==> config.mk <==
export PLATFORM = sky130hd
export DESIGN_NAME = multi_channel_software_timer_core_flat
export DESIGN_NICKNAME = d
export VERILOG_FILES = /design/src/rtl/mcst_pkg.sv /design/src/rtl/mcst_chan_if.sv /design/src/rtl/mcst_front.sv /design/src/rtl/mcst_back.sv /design/src/rtl/multi_channel_software_timer_core.sv /design/src/flat_wrapper.sv
export VERILOG_INCLUDE_DIRS = /design/src /design/src/rtl
export SDC_FILE = /design/constraint.sdc
export NUM_CORES = 1
export LEC_CHECK = 0
export ABC_AREA = 1
export BUFFER_PORTS_ARGS = -buffer_cell sky130_fd_sc_hd__buf_2
export CORE_MARGIN = 2
export CORE_UTILIZATION = 55
export CTS_BUF_LIST = sky130_fd_sc_hd__clkbuf_16
export CTS_CLUSTER_DIAMETER = 120
export CTS_CLUSTER_SIZE = 25
export DETAILED_ROUTE_END_ITERATION = 6
export PLACE_DENSITY_LB_ADDON = 0.3
export SYNTH_ARGS = -nofsm -noshare
export SYNTH_HDL_FRONTEND = slang
export SYNTH_HIERARCHICAL = 1
export SYNTH_SLANG_ARGS = --single-unit
==> constraint.sdc <==
create_clock -name clk -period 10.9 [get_ports clk]
set_input_delay 0.545 -clock clk [delete_from_list [all_inputs] [get_ports clk]]
set_output_delay 0.545 -clock clk [all_outputs]
set_load 0.02 [all_outputs]
==> src/rtl/multi_channel_software_timer_core_assert.svh <==
// assertion macros for the software timer multiplexer
// expects clk and rst_n in the scope of each use
`ifndef MULTI_CHANNEL_SOFTWARE_TIMER_CORE_ASSERT_SVH
`define MULTI_CHANNEL_SOFTWARE_TIMER_CORE_ASSERT_SVH

// same-cycle implication
`define MCST_ASSERT_IMP(lbl, ante, cons, msg) \
    lbl: assert property (@(posedge clk) disable iff (!rst_n) (ante) |-> (cons)) \
        else $error(msg);

// next-cycle implication
`define MCST_ASSERT_NXT(lbl, ante, cons, msg) \
    lbl: assert property (@(posedge clk) disable iff (!rst_n) (ante) |=> (cons)) \
        else $error(msg);

`endif

==> src/rtl/mcst_pkg.sv <==
// shared types and constants of the software timer multiplexer
// no dependencies
package mcst_pkg;

    localparam int TIMER_COUNT_DEF = 4;
    localparam int CMD_W = 3;
    localparam int ID_W = 2;
    localparam int TICKS_W = 32;
    localparam int THR_W = 16;
    localparam logic [THR_W-1:0] THR_RESET = 16'd64;
    localparam int QUEUE_DEPTH = 2;
    localparam int QPTR_W = $clog2(QUEUE_DEPTH);
    localparam int QCNT_W = $clog2(QUEUE_DEPTH + 1);

    localparam logic [CMD_W-1:0] CMD_CHARGE = 3'd0;
    localparam logic [CMD_W-1:0] CMD_ENABLE = 3'd1;
    localparam logic [CMD_W-1:0] CMD_DISABLE = 3'd2;
    localparam logic [CMD_W-1:0] CMD_EXPIRE = 3'd3;
    localparam logic [CMD_W-1:0] CMD_STOP = 3'd4;

    localparam logic KIND_FIRE = 1'b0;
    localparam logic KIND_PROG = 1'b1;

    typedef enum logic [2:0] {
        OP_CHARGE,
        OP_ENABLE,
        OP_DISABLE,
        OP_EXPIRE,
        OP_STOP
    } op_t;

    typedef struct packed {
        logic [CMD_W-1:0]   cmd;
        logic [ID_W-1:0]    timer_id;
        logic [TICKS_W-1:0] delay_value;
    } cmd_req_t;

    typedef struct packed {
        logic               kind;
        logic [ID_W-1:0]    fired_id;
        logic [TICKS_W-1:0] programmed_ticks;
        logic               last;
    } result_t;

    typedef struct packed {
        op_t                op;
        logic [ID_W-1:0]    timer_id;
        logic [TICKS_W-1:0] delay_value;
    } task_t;

    typedef logic [THR_W-1:0] thr_t;

endpackage

==> src/rtl/mcst_chan_if.sv <==
// valid/ready channel used for every port of the timer multiplexer
// payload type is given per instance
interface mcst_chan_if #(
    parameter type payload_t = logic
);
    logic     valid;
    logic     ready;
    payload_t payload;

    modport source (output valid, output payload, input ready);
    modport sink (input valid, input payload, output ready);
endinterface

==> src/rtl/mcst_front.sv <==
// command front end: decodes requests, drops invalid ones, queues the rest
// depends on mcst_pkg and mcst_chan_if
module mcst_front #(
    parameter int TIMER_COUNT = mcst_pkg::TIMER_COUNT_DEF
) (
    input logic         clk,
    input logic         rst_n,
    mcst_chan_if.sink   req,
    mcst_chan_if.source task_ch
);
    import mcst_pkg::*;

    task_t             queue_reg [QUEUE_DEPTH];
    logic [QPTR_W-1:0] wr_ptr_reg;
    logic [QPTR_W-1:0] rd_ptr_reg;
    logic [QCNT_W-1:0] count_reg;
    op_t               op_dec;
    logic              id_ok;
    logic              keep;
    logic              push;
    logic              pop;

    assign id_ok = int'(req.payload.timer_id) < TIMER_COUNT;

    always_comb
    begin
        op_dec = OP_STOP;
        keep   = 1'b0;
        unique case (req.payload.cmd)
            CMD_CHARGE:
            begin
                op_dec = OP_CHARGE;
                keep   = id_ok;
            end
            CMD_ENABLE:
            begin
                op_dec = OP_ENABLE;
                keep   = id_ok;
            end
            CMD_DISABLE:
            begin
                op_dec = OP_DISABLE;
                keep   = id_ok;
            end
            CMD_EXPIRE:
            begin
                op_dec = OP_EXPIRE;
                keep   = 1'b1;
            end
            CMD_STOP:
            begin
                op_dec = OP_STOP;
                keep   = 1'b1;
            end
            default:
            begin
                op_dec = OP_STOP;
                keep   = 1'b0;
            end
        endcase
    end

    assign req.ready       = count_reg != QCNT_W'(QUEUE_DEPTH);
    assign push            = req.valid && req.ready && keep;
    assign task_ch.valid   = count_reg != '0;
    assign task_ch.payload = queue_reg[rd_ptr_reg];
    assign pop             = task_ch.valid && task_ch.ready;

    // queue storage
    always_ff @(posedge clk)
    begin
        if (push)
        begin
            queue_reg[wr_ptr_reg] <= '{op: op_dec, timer_id: req.payload.timer_id,
                                       delay_value: req.payload.delay_value};
        end
    end

    always_ff @(posedge clk or negedge rst_n)
    begin
        if (!rst_n)
        begin
            wr_ptr_reg <= '0;
            rd_ptr_reg <= '0;
            count_reg  <= '0;
        end
        else
        begin
            if (push)
            begin
                wr_ptr_reg <= wr_ptr_reg + QPTR_W'(1);
            end
            if (pop)
            begin
                rd_ptr_reg <= rd_ptr_reg + QPTR_W'(1);
            end
            count_reg <= count_reg + QCNT_W'(push) - QCNT_W'(pop);
        end
    end

endmodule

==> src/rtl/mcst_back.sv <==
// timer engine: per-slot state, scan sequencer, fire and program results
// depends on mcst_pkg, mcst_chan_if and the assertion macro header
module mcst_back #(
    parameter int TIMER_COUNT = mcst_pkg::TIMER_COUNT_DEF
) (
    input logic         clk,
    input logic         rst_n,
    mcst_chan_if.sink   task_ch,
    mcst_chan_if.sink   cfg,
    mcst_chan_if.source rsp
);
    import mcst_pkg::*;
    `include "multi_channel_software_timer_core_assert.svh"

    localparam int IDX_W = (TIMER_COUNT > 1) ? $clog2(TIMER_COUNT) : 1;

    typedef enum logic [3:0] {
        S_IDLE = 4'b0001,
        S_SCAN = 4'b0010,
        S_FIRE = 4'b0100,
        S_PROG = 4'b1000
    } state_t;

    state_t                   state_reg;
    state_t                   state_next;
    logic [IDX_W-1:0]         idx_reg;
    logic                     expire_reg;
    logic [TIMER_COUNT-1:0]   fire_mask_reg;
    logic                     have_min_reg;
    logic [TICKS_W-1:0]       min_reg;
    logic [TIMER_COUNT-1:0]   armed_reg;
    logic [TICKS_W-1:0]       reload_reg [TIMER_COUNT];
    logic [TICKS_W-1:0]       remaining_reg [TIMER_COUNT];
    logic [TICKS_W-1:0]       current_delay_reg;
    logic                     halted_reg;
    thr_t                     thr_reg;
    logic                     rsp_valid_reg;
    result_t                  rsp_data_reg;

    logic                     task_go;
    logic                     start_scan;
    logic [IDX_W-1:0]         slot;
    logic                     idx_last;
    logic [TICKS_W-1:0]       cur_rem;
    logic [TICKS_W-1:0]       sub_rem;
    logic [TICKS_W-1:0]       new_rem;
    logic                     is_fire;
    logic                     min_take;
    logic [TIMER_COUNT-1:0]   mask_upd;
    logic [IDX_W-1:0]         fire_idx;
    logic [TIMER_COUNT-1:0]   fire_rest;
    logic                     can_emit;
    logic                     emit_fire;
    logic                     emit_prog;

    assign cfg.ready     = 1'b1;
    assign task_ch.ready = state_reg == S_IDLE;
    assign task_go       = task_ch.valid && task_ch.ready;
    assign slot          = IDX_W'(task_ch.payload.timer_id);

    always_comb
    begin
        start_scan = 1'b0;
        unique case (task_ch.payload.op) inside
            OP_CHARGE, OP_ENABLE, OP_DISABLE: start_scan = task_go;
            OP_EXPIRE:                        start_scan = task_go && !halted_reg;
            default:                          start_scan = 1'b0;
        endcase
    end

    // scan datapath, one slot per cycle
    assign idx_last = idx_reg == IDX_W'(TIMER_COUNT - 1);
    assign cur_rem  = remaining_reg[idx_reg];
    assign sub_rem  = (current_delay_reg > cur_rem) ? '0 : cur_rem - current_delay_reg;
    assign new_rem  = (expire_reg && armed_reg[idx_reg]) ? sub_rem : cur_rem;
    assign is_fire  = armed_reg[idx_reg] && (new_rem < TICKS_W'(thr_reg));
    assign min_take = armed_reg[idx_reg] && !is_fire && (!have_min_reg || new_rem < min_reg);
    assign mask_upd = fire_mask_reg | (TIMER_COUNT'(is_fire) << idx_reg);

    // lowest pending fire
    always_comb
    begin
        fire_idx = '0;
        for (int i = TIMER_COUNT - 1; i >= 0; i--)
        begin
            if (fire_mask_reg[i])
            begin
                fire_idx = IDX_W'(i);
            end
        end
    end

    assign fire_rest = fire_mask_reg & (fire_mask_reg - TIMER_COUNT'(1));
    assign can_emit  = !rsp_valid_reg || rsp.ready;
    assign emit_fire = (state_reg == S_FIRE) && can_emit;
    assign emit_prog = (state_reg == S_PROG) && can_emit;

    always_comb
    begin
        state_next = state_reg;
        unique case (state_reg)
            S_IDLE:
            begin
                if (start_scan)
                begin
                    state_next = S_SCAN;
                end
            end
            S_SCAN:
            begin
                if (idx_last)
                begin
                    if (mask_upd != '0)
                    begin
                        state_next = S_FIRE;
                    end
                    else if (have_min_reg || min_take)
                    begin
                        state_next = S_PROG;
                    end
                    else
                    begin
                        state_next = S_IDLE;
                    end
                end
            end
            S_FIRE:
            begin
                if (can_emit && fire_rest == '0)
                begin
                    state_next = have_min_reg ? S_PROG : S_IDLE;
                end
            end
            S_PROG:
            begin
                if (can_emit)
                begin
                    state_next = S_IDLE;
                end
            end
            default: state_next = S_IDLE;
        endcase
    end

    always_ff @(posedge clk or negedge rst_n)
    begin
        if (!rst_n)
        begin
            state_reg         <= S_IDLE;
            idx_reg           <= '0;
            expire_reg        <= 1'b0;
            fire_mask_reg     <= '0;
            have_min_reg      <= 1'b0;
            armed_reg         <= '0;
            current_delay_reg <= '0;
            halted_reg        <= 1'b0;
            thr_reg           <= THR_RESET;
            rsp_valid_reg     <= 1'b0;
            for (int i = 0; i < TIMER_COUNT; i++)
            begin
                reload_reg[i]    <= '0;
                remaining_reg[i] <= '0;
            end
        end
        else
        begin
            state_reg <= state_next;
            if (cfg.valid && cfg.ready)
            begin
                thr_reg <= cfg.payload;
            end
            if (task_go)
            begin
                case (task_ch.payload.op)
                    OP_CHARGE:
                    begin
                        reload_reg[slot]    <= task_ch.payload.delay_value;
                        remaining_reg[slot] <= task_ch.payload.delay_value;
                        armed_reg[slot]     <= 1'b1;
                    end
                    OP_ENABLE:
                    begin
                        remaining_reg[slot] <= reload_reg[slot];
                        armed_reg[slot]     <= 1'b1;
                    end
                    OP_DISABLE: armed_reg[slot] <= 1'b0;
                    OP_STOP:    halted_reg <= 1'b1;
                    default:    ;
                endcase
                idx_reg       <= '0;
                fire_mask_reg <= '0;
                have_min_reg  <= 1'b0;
                expire_reg    <= task_ch.payload.op == OP_EXPIRE;
            end
            if (state_reg == S_SCAN)
            begin
                remaining_reg[idx_reg] <= new_rem;
                fire_mask_reg          <= mask_upd;
                if (is_fire)
                begin
                    armed_reg[idx_reg] <= 1'b0;
                end
                if (min_take)
                begin
                    have_min_reg <= 1'b1;
                end
                idx_reg <= idx_reg + IDX_W'(1);
            end
            if (emit_fire)
            begin
                fire_mask_reg <= fire_rest;
            end
            if (emit_prog)
            begin
                current_delay_reg <= min_reg;
                halted_reg        <= 1'b0;
            end
            if (emit_fire || emit_prog)
            begin
                rsp_valid_reg <= 1'b1;
            end
            else if (rsp.ready)
            begin
                rsp_valid_reg <= 1'b0;
            end
        end
    end

    // payload registers
    always_ff @(posedge clk)
    begin
        if (state_reg == S_SCAN && min_take)
        begin
            min_reg <= new_rem;
        end
        if (emit_fire)
        begin
            rsp_data_reg <= '{kind: KIND_FIRE, fired_id: ID_W'(fire_idx),
                              programmed_ticks: '0,
                              last: (fire_rest == '0) && !have_min_reg};
        end
        else if (emit_prog)
        begin
            rsp_data_reg <= '{kind: KIND_PROG, fired_id: '0,
                              programmed_ticks: min_reg, last: 1'b1};
        end
    end

    assign rsp.valid   = rsp_valid_reg;
    assign rsp.payload = rsp_data_reg;

    `MCST_ASSERT_IMP(a_idle_no_fires, state_reg == S_IDLE, fire_mask_reg == '0, "fires left in idle")
    `MCST_ASSERT_IMP(a_fire_pending, state_reg == S_FIRE, fire_mask_reg != '0, "fire state with no fire")
    `MCST_ASSERT_IMP(a_prog_has_min, state_reg == S_PROG, have_min_reg, "program without armed timer")
    `MCST_ASSERT_NXT(a_prog_unhalts, emit_prog, !halted_reg && rsp_valid_reg, "program did not restart")

endmodule

==> src/rtl/multi_channel_software_timer_core.sv <==
// top level of the software timer multiplexer: front end, queue, timer engine
// depends on mcst_pkg, mcst_chan_if, mcst_front and mcst_back
//
//  channel | dir | payload                                  | accepted when
//  req     | in  | cmd, timer_id, delay_value               | valid && ready
//  cfg     | in  | fire_threshold (16 bit)                  | valid && ready
//  rsp     | out | kind, fired_id, programmed_ticks, last   | valid && ready
//
// the engine accepts a command in idle, scans every slot, emits one fire result per
// firing timer, then a program result when a delay is programmed; the slot scan reads
// one timer per cycle
// dropped commands take no engine time; stop and halted expire are taken in idle without a scan
// a two-entry queue keeps req open while the engine works or rsp stalls
// reset clears all timers, threshold returns to 64, no clearing pass
module multi_channel_software_timer_core #(
    parameter int TIMER_COUNT = mcst_pkg::TIMER_COUNT_DEF
) (
    input logic         clk,
    input logic         rst_n,
    mcst_chan_if.sink   req,
    mcst_chan_if.sink   cfg,
    mcst_chan_if.source rsp
);
    import mcst_pkg::*;

    mcst_chan_if #(.payload_t(task_t)) task_ch ();

    mcst_front #(
        .TIMER_COUNT(TIMER_COUNT)
    ) u_front (
        .clk     (clk),
        .rst_n   (rst_n),
        .req     (req),
        .task_ch (task_ch)
    );

    mcst_back #(
        .TIMER_COUNT(TIMER_COUNT)
    ) u_back (
        .clk     (clk),
        .rst_n   (rst_n),
        .task_ch (task_ch),
        .cfg     (cfg),
        .rsp     (rsp)
    );

endmodule

==> src/flat_wrapper.sv <==
// flat-port wrapper written by rule: the top's interface ports become plain ports
module multi_channel_software_timer_core_flat import mcst_pkg::*;
#(
    parameter int TIMER_COUNT = mcst_pkg::TIMER_COUNT_DEF
)
  (clk, rst_n, req_valid, req_payload, req_ready, cfg_valid, cfg_payload, cfg_ready, rsp_valid, rsp_payload, rsp_ready);
  mcst_chan_if #(.payload_t(cmd_req_t)) req_i ();
  mcst_chan_if #(.payload_t(thr_t)) cfg_i ();
  mcst_chan_if #(.payload_t(result_t)) rsp_i ();
  input logic clk;
  input logic rst_n;
  input wire logic [$bits(req_i.valid)-1:0] req_valid;
  input wire logic [$bits(req_i.payload)-1:0] req_payload;
  output wire logic [$bits(req_i.ready)-1:0] req_ready;
  input wire logic [$bits(cfg_i.valid)-1:0] cfg_valid;
  input wire logic [$bits(cfg_i.payload)-1:0] cfg_payload;
  output wire logic [$bits(cfg_i.ready)-1:0] cfg_ready;
  output wire logic [$bits(rsp_i.valid)-1:0] rsp_valid;
  output wire logic [$bits(rsp_i.payload)-1:0] rsp_payload;
  input wire logic [$bits(rsp_i.ready)-1:0] rsp_ready;
  assign req_i.valid = req_valid;
  assign req_i.payload = req_payload;
  assign req_ready = req_i.ready;
  assign cfg_i.valid = cfg_valid;
  assign cfg_i.payload = cfg_payload;
  assign cfg_ready = cfg_i.ready;
  assign rsp_valid = rsp_i.valid;
  assign rsp_payload = rsp_i.payload;
  assign rsp_i.ready = rsp_ready;
  multi_channel_software_timer_core #(.TIMER_COUNT(TIMER_COUNT)) u_core (.clk(clk), .rst_n(rst_n), .req(req_i), .cfg(cfg_i), .rsp(rsp_i));
endmodule
* Word-level counts from Yosys, hierarchy flattened *
Memories as Yosys holds them, arrays and structs flattened.
Cells that the tools add are included.

word-level totals
  register bits = 394
  memories kept = 1
  input port bits = 58
  bits in writable memories = 74

memory list
  name                      depth  bits a word  rd ports  clocked after Yosys merged registers in  wr ports  RTL line          text
  u_core.u_front.queue_reg  2      37           1         0                                        1         mcst_front.sv:13  task_t queue_reg [QUEUE_DEPTH];

cells by class
  $lt $le $gt $ge = 11
  reductions and logical operators = 42
  shifts and indexed selects = 1
  add/sub/neg operators = 7
  equal/unequal tests = 18
  bitwise logic cells = 9
  mux-type cells = 61

operator list
  operator            number
  $bwmux 128          4
  $mux 128            2
  $mux 32             8
  $pmux 128 s2        1
  $bmux 32 s2         2
  $demux 32 s2        2
  $mux 35             2
  $mux 4              13
  $gt 32x32->1        1
  $lt 32x16->1        1
  $lt 32x32->1        1
  $sub 32x32->32      1
  $logic_and 1x1->1   17
  $pmux 4 s4          1
  $mux 1              14
  $and 4x4->4         3
  $eq 3x2->1 const B  4
  $mux 2              6
  $pmux 3 s4          1
  $reduce_bool 2->1   6
  $ne 2x2->1 const B  4
  $not 4->4           2
  $or 4x4->4          2
  $pmux 4 s2          1
  33 further kinds    50

* Longest topological paths before layout *
  depth in word-level cells = 17
  mapped depth = 39

* By module *
The synthesis kept the hierarchy.

modules (own cells, without submodules)
  module      instances  area an instance (µm²)  cells each  seq. area each (µm²)
  mcst_back   1          22405.2                 3055        9771.9
  mcst_front  1          2981.6                  229         2322.2

* Worst setup path before layout *
OpenSTA, ideal clock, no wires.

  path type = register to register
  start point = register u_core.u_back.idx_reg[0]
  end point = register u_core.u_back.min_reg[0], enable pin
  setup time = 0.432 ns
  cell stages (with the launch flop) = 34
  path slack = 4.561 ns
  data arrival time = 5.907 ns
  required time = 10.468 ns
  period minus slack after synthesis = 6.339 ns
  cell sequence = dfrtp_1 -> buf_6 -> inv_2 -> buf_2 -> buf_2 -> clkbuf_1 -> nand2_1 -> a32oi_1 -> inv_1 -> fa_1 -> inv_1 -> nand3_1 -> nand2_2 -> nand2_1 -> nand2_1 -> nand2_2 -> nand2_2 -> nand2_2 -> nand2_4 -> nand2_4 -> buf_4 -> o21ai_0 -> ha_1 -> a21oi_1 -> nor2_1 -> a211oi_1 -> o221ai_1 -> nor2_1 -> nand2_1 -> nor2_1 -> nand4_2 -> o21ai_1 -> or2_1 -> a21oi_1

between the ends
  longest elaborated chain between the ends = 13

RTL lines
  what                                                   RTL line          text
  start, declared                                        mcst_back.sv:26   logic [IDX_W-1:0] idx_reg;
  start signal, assigned                                 mcst_back.sv:207  idx_reg <= idx_reg + IDX_W'(1);
  $not 2->3 (not written as such)                        mcst_back.sv:73   assign cur_rem = remaining_reg[idx_reg];
  $bmux 32 s2                                            mcst_back.sv:73
  $mux 32 (not written as such) (2 in series)            mcst_back.sv:73
  $sub 32x32->32 / $gt 32x32->1 (equally long branches)  mcst_back.sv:74   assign sub_rem = (current_delay_reg > cur_rem) ? '0 : cur_rem - current_delay_reg;
  $mux 32                                                mcst_back.sv:74
  $mux 32 (*)                                            mcst_back.sv:75   assign new_rem = (expire_reg && armed_reg[idx_reg]) ? sub_rem : cur_rem;
  via u_core.u_back.new_rem[9]                           mcst_back.sv:46   logic [TICKS_W-1:0] new_rem;
  $lt 32x16->1                                           mcst_back.sv:76   assign is_fire = armed_reg[idx_reg] && (new_rem < TICKS_W'(thr_reg));
  $logic_and 1x1->1                                      mcst_back.sv:76
  $logic_not 1->1                                        mcst_back.sv:77   assign min_take = armed_reg[idx_reg] && !is_fire && (!have_min_reg || new_rem < min_reg);
  $logic_and 1x1->1                                      mcst_back.sv:77
  $logic_and 1x1->1 (*)                                  mcst_back.sv:77
  $logic_and 1x1->1 (*)                                  mcst_back.sv:232  if (state_reg == S_SCAN && min_take)
  end signal, assigned                                   mcst_back.sv:234  min_reg <= new_rem;
  end, declared                                          mcst_back.sv:30   logic [TICKS_W-1:0] min_reg;

The timed path passes the listed nets; every way through them passes the cells marked *. The select of a mux whose other input is x is not followed.
A chain may end at the register's enable or synchronous reset.

* Worst setup path after layout *
  start point = register u_core.u_back.idx_reg[1]
  end point = register u_core.u_back.min_reg[16], enable pin

The elaborated chain is that of the path after synthesis.

==> results.yml <==
timing:
  finalHoldViolations: 0
  setup_viol: 0
  min_period_ps: 6930
  fin_setup_tns_ps: 0
  holdWs_ps: 22.6
  slew_headroom: 0.126
  report.final.slew_viol_count: 0
  fin_crit_sh: 0.636
  worst_pin_slew_ps: 1300
  max_freq_mhz: 144
  rsz0062_at_grt: "false"
  skew_ps: 32.0
floorplanning:
  num_io_pins: 97
  core_um2: 45500
  dieArea_um2: 47900
  start_util: 0.558
  die_w_um: 219
  rows: 78
  die_y_um: 219
clock_tree:
  cts_tree: "yes"
  cts-buffers-inserted: 22
  cts.repair.resized: 0
  root_buffer: "clkbuf_16"
  hold_buffers: 0
  clk_latency_ps: 600
  cts_buffer_depth: 3
  post_cts_buffers: 0
  clk_pin_slew_worst_paths_ps: 110
  cts_max_level: 1
  numClockSinks: 468
status:
  status: "completed"
yosys:
  synthArstFlopShare: 0.697
  synth.avg_cell_area_um2: 7.73
  yosysWarningCount: 6
  yosysTopAreaCell: "dfrtp_1"
  synth_xor_area_frac: 0.00448
  synth_edf_count: 109
  yosysMostFrequentCell: "nand2_1"
  ys_ff_latch: 468
  syn_area_um2: 25400
  synth-simple-area-share: 0.199
  synth_common_cells: "nand2_1 (899), o21ai_0 (512), inv_1 (463), dfrtp_1 (324), nor2_1 (178)"
  synthDistinctLibCells: 55
  synth_compound_area_frac: 0.178
  synth_nets: 3428
  synthMuxAreaShare: 0.000444
  synth_fa_ha_area_frac: 0.0427
  ys_seq_area_frac: 0.476
  yosys_most_used_dff: "dfrtp_1"
  synthCells: 3284
  synth_top_family_by_area: "simple AND/OR/NAND/NOR gates"
  synth_area_leaders: "dfrtp_1 (32%), nand2_1 (13%), edfxtp_1 (13%)"
  synth.top_cell.area_share: 0.319
place:
  dp.cells: 3848
  gp_congestion: 0.983
  port-buffer-count: 95
  place_hpwl_um: 49000
global_route:
  grt_most_used_layer: "met2"
  grt_pass1_vias: 21181
  grt_pass1_wl_um: 113000
  overflow: 0
  gr-usage-met3: 0.0413
  met1_usage: 0.414
  grtUsageMet2: 0.491
  grt_max_degree: 106
  grt_use_total: 0.298
  antenna_found_initial: 0
cells_and_area:
  final_cells: 3888
  drive_above_1_share: 0.0648
  nFillCells: 4254
  antenna_cells: 0
  area_delta_synth_final_pct: 5.85
  layout.nets: 3416
detailed_routing:
  first_pass_iters: 7
  wl_per_cell_um: 18.3
  drcViolationCount: 0
  vias_per_cell: 5.73
  routed_wl_um: 71200
  vias: 22293
  ant_nets: 0
  drt_first_iter_violations: 2236
critical_path:
  worst_setup_path_end_kind: "register"
  cp_max_fo: 47
  required_ps: 11100
  start_kind: "register"
  cp.arrival_ps: 7130
  critical_path_class: "reg -> reg"
worst_hold_path:
  holdCritPathClass: "in -> async"
power_and_ir_drop:
  p_total_uw: 9170
  ir_worst_vdd_uv: 180
  p_leak_uw: 0.0137
  p_per_area_nw_per_um2: 341
flow_run:
  maxCapViolations: 0
-- per-layer routing --
layer,vias to the layer above,wire [µm]
li1,10640,-
met1,10664,30400
met2,879,33600
met3,110,5420
met4,0,1770
met5,-,0
-- placed cells by master (no fill, tap or decap), types with 22 or more instances in the layout --
cell type  instances
buf_2             94
dfxtp_1           33
o211ai_1          34
inv_1            477
a21oi_1          123
clkbuf_16         22
o21ai_0          512
dfrtp_1          323
nand4_1           28
o22ai_1           42
nand2_1          896
ha_1              85
buf_4             31
edfxtp_1         109
nand3_1          103
nor2_1           170
a22oi_1           77
-- path summary, 6_finish.rpt --
kind,startpoint,endpoint,slack (ps),cells past startpoint
min in group clk,req_payload[27],u_core/u_front/queue_reg[0][27]$_DFFE_PP_,130,1
worst min-delay path,rst_n,u_core/u_back/thr_reg[10]$_DFFE_PN0P_,20,1
worst max-delay path,u_core/u_back/idx_reg[1]$_DFFE_PN0P_,u_core/u_back/min_reg[16]$_DFFE_PP_,3970,26
worst max register to register,u_core/u_back/idx_reg[1]$_DFFE_PN0P_,u_core/u_back/min_reg[16]$_DFFE_PP_,3970,26
worst min register to register,u_core/u_back/rsp.payload[13]$_SDFFE_PP0P_,u_core/u_back/rsp.payload[13]$_SDFFE_PP0P_,450,2
max in group asynchronous,rst_n,u_core/u_back/reload_reg[127]$_DFFE_PN0P_,9290,2
-- worst max-delay path, cell delays in order (launching register included) --
cell	delay, ps
dfrtp_1	380
buf_4	250
inv_2	660
o21ai_0	190
a21oi_1	150
a21oi_1	90
ha_1	260
fa_1	460
inv_1	140
nand3_1	100
nand2_2	120
nand2_1	60
nand2_1	150
nand2_2	80
nand2_2	80
nand2_2	60
nand2_4	80
nand2_4	150
o21ai_0	1030
ha_1	310
a21oi_1	70
nor2_1	90
a211oi_1	60
a21oi_2	220
o21ai_1	120
or2_1	270
a21oi_4	840
-- cell families after synthesis --
logic type	count (synthesis)
other cells	1
fa+ha+maj	86
compound gates	819
flops	468
mux	1
xor+xnor	13
simple gates	1254
buf+inv	642
-- stage by stage --
stage | util | setup WS (ps) | cell area, µm²
CTS | 0.591 | 4080 | 26900
finish | 0.591 | 3970 | 26900
global route | 0.591 | 3450 | 26900
floorplan | - | 4560 | 25400
global placement | 0.576 | 4330 | 26200
detailed placement | 0.576 | 4120 | 26200
-- layout make-up --
class	instances	area [µm²]	area share
timing repair buffer	126	718	0.0267
tap	600	751	0.0279
multi-input combinational	2174	10800	0.403
inverter	480	1800	0.0670
clock inverter	18	120	0.00447
sequential	468	12100	0.450
clock buffer	22	551	0.0205
-- report_power, final --
group	leakage, µW	internal, µW	switching [µW]
clock	0.000381	400	565
combinational	0.00790	1630	3850
sequential	0.00543	2430	303
total	0.0137	4460	4710
Note: power is estimated with default switching activity, not from simulation.
